**config.mk**
```make
export PLATFORM = sky130hd
export DESIGN_NAME = pdx_ram
export DESIGN_NICKNAME = d
export VERILOG_FILES = /design/src/rtl/core/pdx_ram.sv
export SDC_FILE = /design/constraint.sdc
export NUM_CORES = 1
export LEC_CHECK = 0
export BUFFER_PORTS_ARGS = -buffer_cell sky130_fd_sc_hd__buf_2
export CAP_MARGIN = 0
export CORE_MARGIN = 1.5
export CORE_UTILIZATION = 50
export CTS_CLUSTER_DIAMETER = 30
export DETAILED_ROUTE_END_ITERATION = 8
export PLACE_DENSITY = 0.71
export SKIP_CTS_REPAIR_TIMING = 1
export SYNTH_ARGS = -nofsm -noshare
export SYNTH_HDL_FRONTEND = slang
export SYNTH_SLANG_ARGS = --single-unit
```
**constraint.sdc**
```tcl
create_clock -name i_clk -period 2.8 [get_ports i_clk]
set_clock_uncertainty 0.15 [all_clocks]
set_input_delay 0.56 -clock i_clk [delete_from_list [all_inputs] [get_ports i_clk]]
set_output_delay 0.56 -clock i_clk [all_outputs]
set_load 0.02 [all_outputs]
```
**src/rtl/core/pdx_ram.sv**
```systemverilog
// Generic simple dual-port RAM with registered read.
module pdx_ram #(
    parameter int WIDTH = 8,
    parameter int DEPTH = 16
) (
    input  logic                     i_clk,
    input  logic                     i_we,
    input  logic [$clog2(DEPTH)-1:0] i_waddr,
    input  logic [WIDTH-1:0]         i_wdata,
    input  logic                     i_re,
    input  logic [$clog2(DEPTH)-1:0] i_raddr,
    output logic [WIDTH-1:0]         o_rdata
);
    logic [WIDTH-1:0] mem [DEPTH];

    always_ff @(posedge i_clk) begin
        if (i_we) begin
            mem[i_waddr] <= i_wdata;
        end
        if (i_re) begin
            o_rdata <= mem[i_raddr];
        end
    end
endmodule

```
# Word-level counts from Yosys, hierarchy flattened
# Memory sizes are Yosys's and may differ from the RTL's. A register that Yosys moved wholly into a read port is not among the register bits.
# Cells that the tools add are included.
dict set report word_totals {
  word_cells 3
  ram_bits 128
  memories 1
  register_bits 0
  in_bits 19
}
# memory words word_bits rd rd_clocked_by_memory_dff wr line_no
set mem_list {}
lappend mem_list {mem 16 8 1 1 1 14} ;# logic [WIDTH-1:0] mem [DEPTH];
dict set report op_classes {
  muxes 2
}
# cell n
set ops {}
lappend ops {{2-to-1 mux 1 bit} 2}

# Depth between registers and ports, before layout
dict set report depth {
  ltp_word 2
  depth_mapped 5
  mapped_depth_nobuf 3
}

# Worst setup path before layout
# No wires, ideal clock.
dict set report synth_path {
  path_kind {input -> register}
  startpoint {input i_waddr[2]}
  endpoint {memory mem[0][0], enable pin}
  arrival_ns 1.670
  path_slack_ns 0.597
  required_ns 2.267
  n_path_buf 0
  setup_time_ns 0.383
  stages 2
  path_cell_list {or3b_2 > nor3_1}
}
# item line_no
set synth_rtl {}
lappend synth_rtl {{start: declaration} 8} ;# input logic [$clog2(DEPTH)-1:0] i_waddr,
lappend synth_rtl {{end: declaration} 14}
# No word-level cell before the write port.

==> out/summary.log <==
qor: outcome.outcome finished, final reports clean
qor: global_routing.grt_total_ovfl 0
qor: die.design.die.area 11100 µm²
qor: cells_and_area.area_grow_syn2layout 18.3%
qor: drt.ant_nets 0
qor: cells_and_area.antenna_cells 0
qor: worst_setup_path.path_cells buf_2 > buf_12 > mux4_1 > a22oi_1 > nand2_1
qor: cells_and_area.finalCoreUtilization 60.5%
qor: logic_synthesis.synth.area.mux_share 14.8%
qor: drt.post_drt_wl_per_cell 22.2 µm
qor: power.power.static_leakage 2.11 nW
qor: cells_and_area.num-fill-cells 702
qor: worst_setup_path.cpMaxStageDelayCell sky130_fd_sc_hd__mux4_1
qor: logic_synthesis.portion_of_the_post_synthesis_area_used_by_sequential_elements 78.1%
qor: global_routing.antenna_found_initial 0
qor: cts.clk_pin_slew_worst_paths 60 ps
qor: min_path.min-delay-path-class input port to register
qor: timing.setup-violations-final 0
qor: worst_setup_path.timing.reg2reg.setup_slack 1080 ps
qor: logic_synthesis.synth_top_family_by_area multiplexers
qor: worst_setup_path.timing.critical_path.fanout_max 13
qor: die.die_width 105 µm
qor: worst_setup_path.critPathCaptureType register
qor: worst_setup_path.critPathLaunchType input port
qor: worst_setup_path.rr_endpoint o_rdata[1]
qor: cts.clkLatencyLatePin 520 ps
qor: worst_setup_path.worst-endpoint-required 2910 ps
qor: cts.clock_tree.root_cell sky130_fd_sc_hd__clkbuf_8
qor: worst_setup_path.crit_path_max_incr_delay 570 ps
qor: worst_setup_path.critPathArrivalTime 2070 ps
qor: die.rows 37
qor: min_path.launch_point_of_the_worst_hold_path i_re
qor: logic_synthesis.ys_ff_latch 136
qor: drt.routed_wl 9.63 mm
qor: drt.detail_route.vias_per_cell 5.63
qor: drt.drc_markers 0
qor: logic_synthesis.post_synth_inst_count 229
qor: placement.io_buffers 26
qor: timing.unrepaired_setup_endpoints_after_global_routing false
qor: cts.max-clock-path-buffers 2
qor: timing.finalCriticalPeriod 1960 ps
qor: job.maxCapViolCount 0
qor: timing.worst_pin_slew 739 ps
qor: timing.fin_tns_setup 0 ps
qor: power.power.density 746 nW/µm²
qor: global_routing.grtUsageTotal 18.7%
qor: die.initial_utilization 51.1%
qor: power.power.ir.vdd_worst 283 µV
qor: die.top_level_ports 27
qor: min_path.hold_path_depth 1
qor: cts.cts_max_level 4
qor: logic_synthesis.synth.avg_cell_area 22.8 µm²
qor: min_path.min_delay_worst_endpoint o_rdata[0]
qor: logic_synthesis.yosys.area_share.simple 3.14%
qor: timing.achievable-frequency 509 MHz
qor: timing.timing_max_transition_violations_final 0
qor: timing.timing_hold_violations_final 0
qor: logic_synthesis.yosysWarningCount 0
qor: global_routing.grt_pass1_vias 2547
qor: logic_synthesis.unique_masters_post_synth 18
qor: logic_synthesis.synth_fp_nets 248
qor: placement.place.detailed.hpwl 6.02 mm
qor: global_routing.wire_length_of_the_first_global_routing_pass 14.4 mm
qor: logic_synthesis.synth-compound-area-share 2.30%
qor: drt.via_count 2437
qor: timing.layout_worst_path_cycle_share 70.1%
qor: worst_setup_path.timing_worst_setup_path_type input port to register
qor: cts.numCtsBuffers 17
qor: placement.weighted_congestion_at_the_end_of_routability_driven_global_placement 0.752
qor: global_routing.grt_max_degree 18
qor: logic_synthesis.syn_area 5230 µm²
qor: die.floorplan.die.height 105 µm
qor: cells_and_area.finish.net_count 303
qor: logic_synthesis.synth_adder_area_share 0%
qor: timing.slew_headroom 50.6%
qor: logic_synthesis.synth_xor_xnor_area_share 0%
qor: worst_setup_path.reg2reg_depth 3
qor: drt.detailedRoute.firstPassIterationCount 4
qor: drt.number_of_design_rule_violations_left_by_the_first_detailed_router_iteration 171
qor: cts.tritoncts done
qor: worst_setup_path.rr_startpoint mem[1][1]
qor: cts.tritoncts_num_sinks 136
qor: cells_and_area.layout-drive-gt1-share 30.6%
qor: die.floorplan_core_area 10200 µm²
[worst max path at each step]
stage	startpoint	slack [ps]	cells after the start	end
6_report	i_raddr[0]	840	5	o_rdata[1]
5_1_grt	i_raddr[0]	760	5	o_rdata[1]
4_1_cts	i_raddr[0]	820	5	o_rdata[1]
3_5_place_dp	i_raddr[0]	330	5	o_rdata[1]
3_3_place_gp	i_raddr[0]	410	5	o_rdata[0]
2_1_floorplan	i_waddr[2]	600	2	mem[0][0]
[cell usage in the layout (no fill, tap or decap)]
cell type | netlist | final
sky130_fd_sc_hd__edfxtp_1 | 136 | 136
sky130_fd_sc_hd__buf_2 | 3 | 26
sky130_fd_sc_hd__mux4_2 | 18 | 18
sky130_fd_sc_hd__buf_4 | 1 | 17
sky130_fd_sc_hd__a22oi_1 | 16 | 16
sky130_fd_sc_hd__clkbuf_16 | 0 | 16
sky130_fd_sc_hd__mux4_1 | 14 | 14
sky130_fd_sc_hd__nor2_1 | 13 | 13
sky130_fd_sc_hd__nand2_1 | 9 | 9
sky130_fd_sc_hd__clkinv_2 | 0 | 6
sky130_fd_sc_hd__nor3_1 | 4 | 4
sky130_fd_sc_hd__clkinv_1 | 0 | 4
sky130_fd_sc_hd__bufinv_16 | 0 | 3
sky130_fd_sc_hd__buf_12 | 0 | 3
sky130_fd_sc_hd__nand3b_1 | 2 | 2
sky130_fd_sc_hd__nand2b_1 | 2 | 2
sky130_fd_sc_hd__clkbuf_1 | 0 | 2
sky130_fd_sc_hd__nor2b_1 | 1 | 1
sky130_fd_sc_hd__and2_1 | 1 | 1
sky130_fd_sc_hd__and2b_1 | 1 | 1
sky130_fd_sc_hd__nand3_1 | 1 | 1
sky130_fd_sc_hd__or3b_2 | 1 | 1
sky130_fd_sc_hd__clkbuf_8 | 0 | 1
[layout make-up]
| class | count | area (µm²) | share of cell area (%) |
|---|---|---|---|
| clock inverters | 13 | 135 | 2.18 |
| well taps | 136 | 170 | 2.75 |
| multi-input cells | 83 | 1060 | 17.1 |
| flip-flops and latches | 136 | 4080 | 66.0 |
| repair buffers | 46 | 318 | 5.14 |
| clock buffers | 19 | 422 | 6.82 |
[cells by family (layout without fill, tap and decap cells)]
| logic type | count (synthesis) | count (layout) |
|---|---|---|
| multiplexers | 32 | 32 |
| flip-flops | 136 | 136 |
| buffers and inverters | 10 | 78 |
| AO/OA/AOI/OAI | 16 | 16 |
| AND/OR/NAND/NOR | 35 | 35 |
[sequential cells by signal, indices dropped and copies added, names as in the netlist]
signal / cells
o_rdata: 8
mem: 128
[critical path, delay by kind of cell]
family / cells / cell delay, ps
AND/OR/NAND/NOR: 1 / 120
AO/OA/AOI/OAI: 1 / 300
buffers and inverters: 2 / 520
multiplexers: 1 / 570
[stage by stage]
stage / cells / hold slack [ps] / power, mW / worst slack [ps] / instance area [µm²]
floorplan: 229 / 509 / 2.47 / 597 / 5230
detailed placement: 401 / 583 / 2.57 / 333 / 5630
finish: 433 / 257 / 4.62 / 836 / 6190
global route: 433 / 255 / 4.73 / 764 / 6190
global placement: 401 / 581 / 2.56 / 408 / 5630
CTS: 433 / 244 / 4.64 / 815 / 6190
[Yosys cell counts]
| cell | n | area [µm²] |
|---|---|---|
| sky130_fd_sc_hd__nand2b_1 | 2 | 12.5 |
| sky130_fd_sc_hd__nand3_1 | 1 | 5.00 |
| sky130_fd_sc_hd__and2_1 | 1 | 6.26 |
| sky130_fd_sc_hd__clkdlybuf4s25_2 | 3 | 30.0 |
| sky130_fd_sc_hd__nand2_1 | 9 | 33.8 |
| sky130_fd_sc_hd__a22oi_1 | 16 | 120 |
| sky130_fd_sc_hd__nor2b_1 | 1 | 6.26 |
| sky130_fd_sc_hd__nand3b_1 | 2 | 15.0 |
| sky130_fd_sc_hd__nor3_1 | 4 | 20.0 |
| sky130_fd_sc_hd__buf_6 | 3 | 33.8 |
| sky130_fd_sc_hd__edfxtp_1 | 136 | 4080 |
| sky130_fd_sc_hd__and2b_1 | 1 | 7.51 |
| sky130_fd_sc_hd__mux4_1 | 14 | 368 |
| sky130_fd_sc_hd__nor2_1 | 13 | 48.8 |
| sky130_fd_sc_hd__or3b_2 | 1 | 8.76 |
| sky130_fd_sc_hd__mux4_2 | 18 | 405 |
| sky130_fd_sc_hd__buf_4 | 1 | 7.51 |
| sky130_fd_sc_hd__buf_2 | 3 | 15.0 |
[metal layers]
metal	wire length (µm)	global-route usage, %	vias to the layer above
met2	4950	30.9	86
met1	3970	24.2	1247
met4	127	6.56	0
li1	-	-	1091
met3	579	4.95	13
met5	0	0	-
[power breakdown]
group | leakage [nW] | internal (mW) | switching, mW | total (mW)
clock network | 0.279 | 1.33 | 0.759 | 2.09
logic | 0.593 | 0.0924 | 0.128 | 0.220
registers | 1.24 | 2.30 | 0.0125 | 2.31
(Power assumes the default switching activity.)
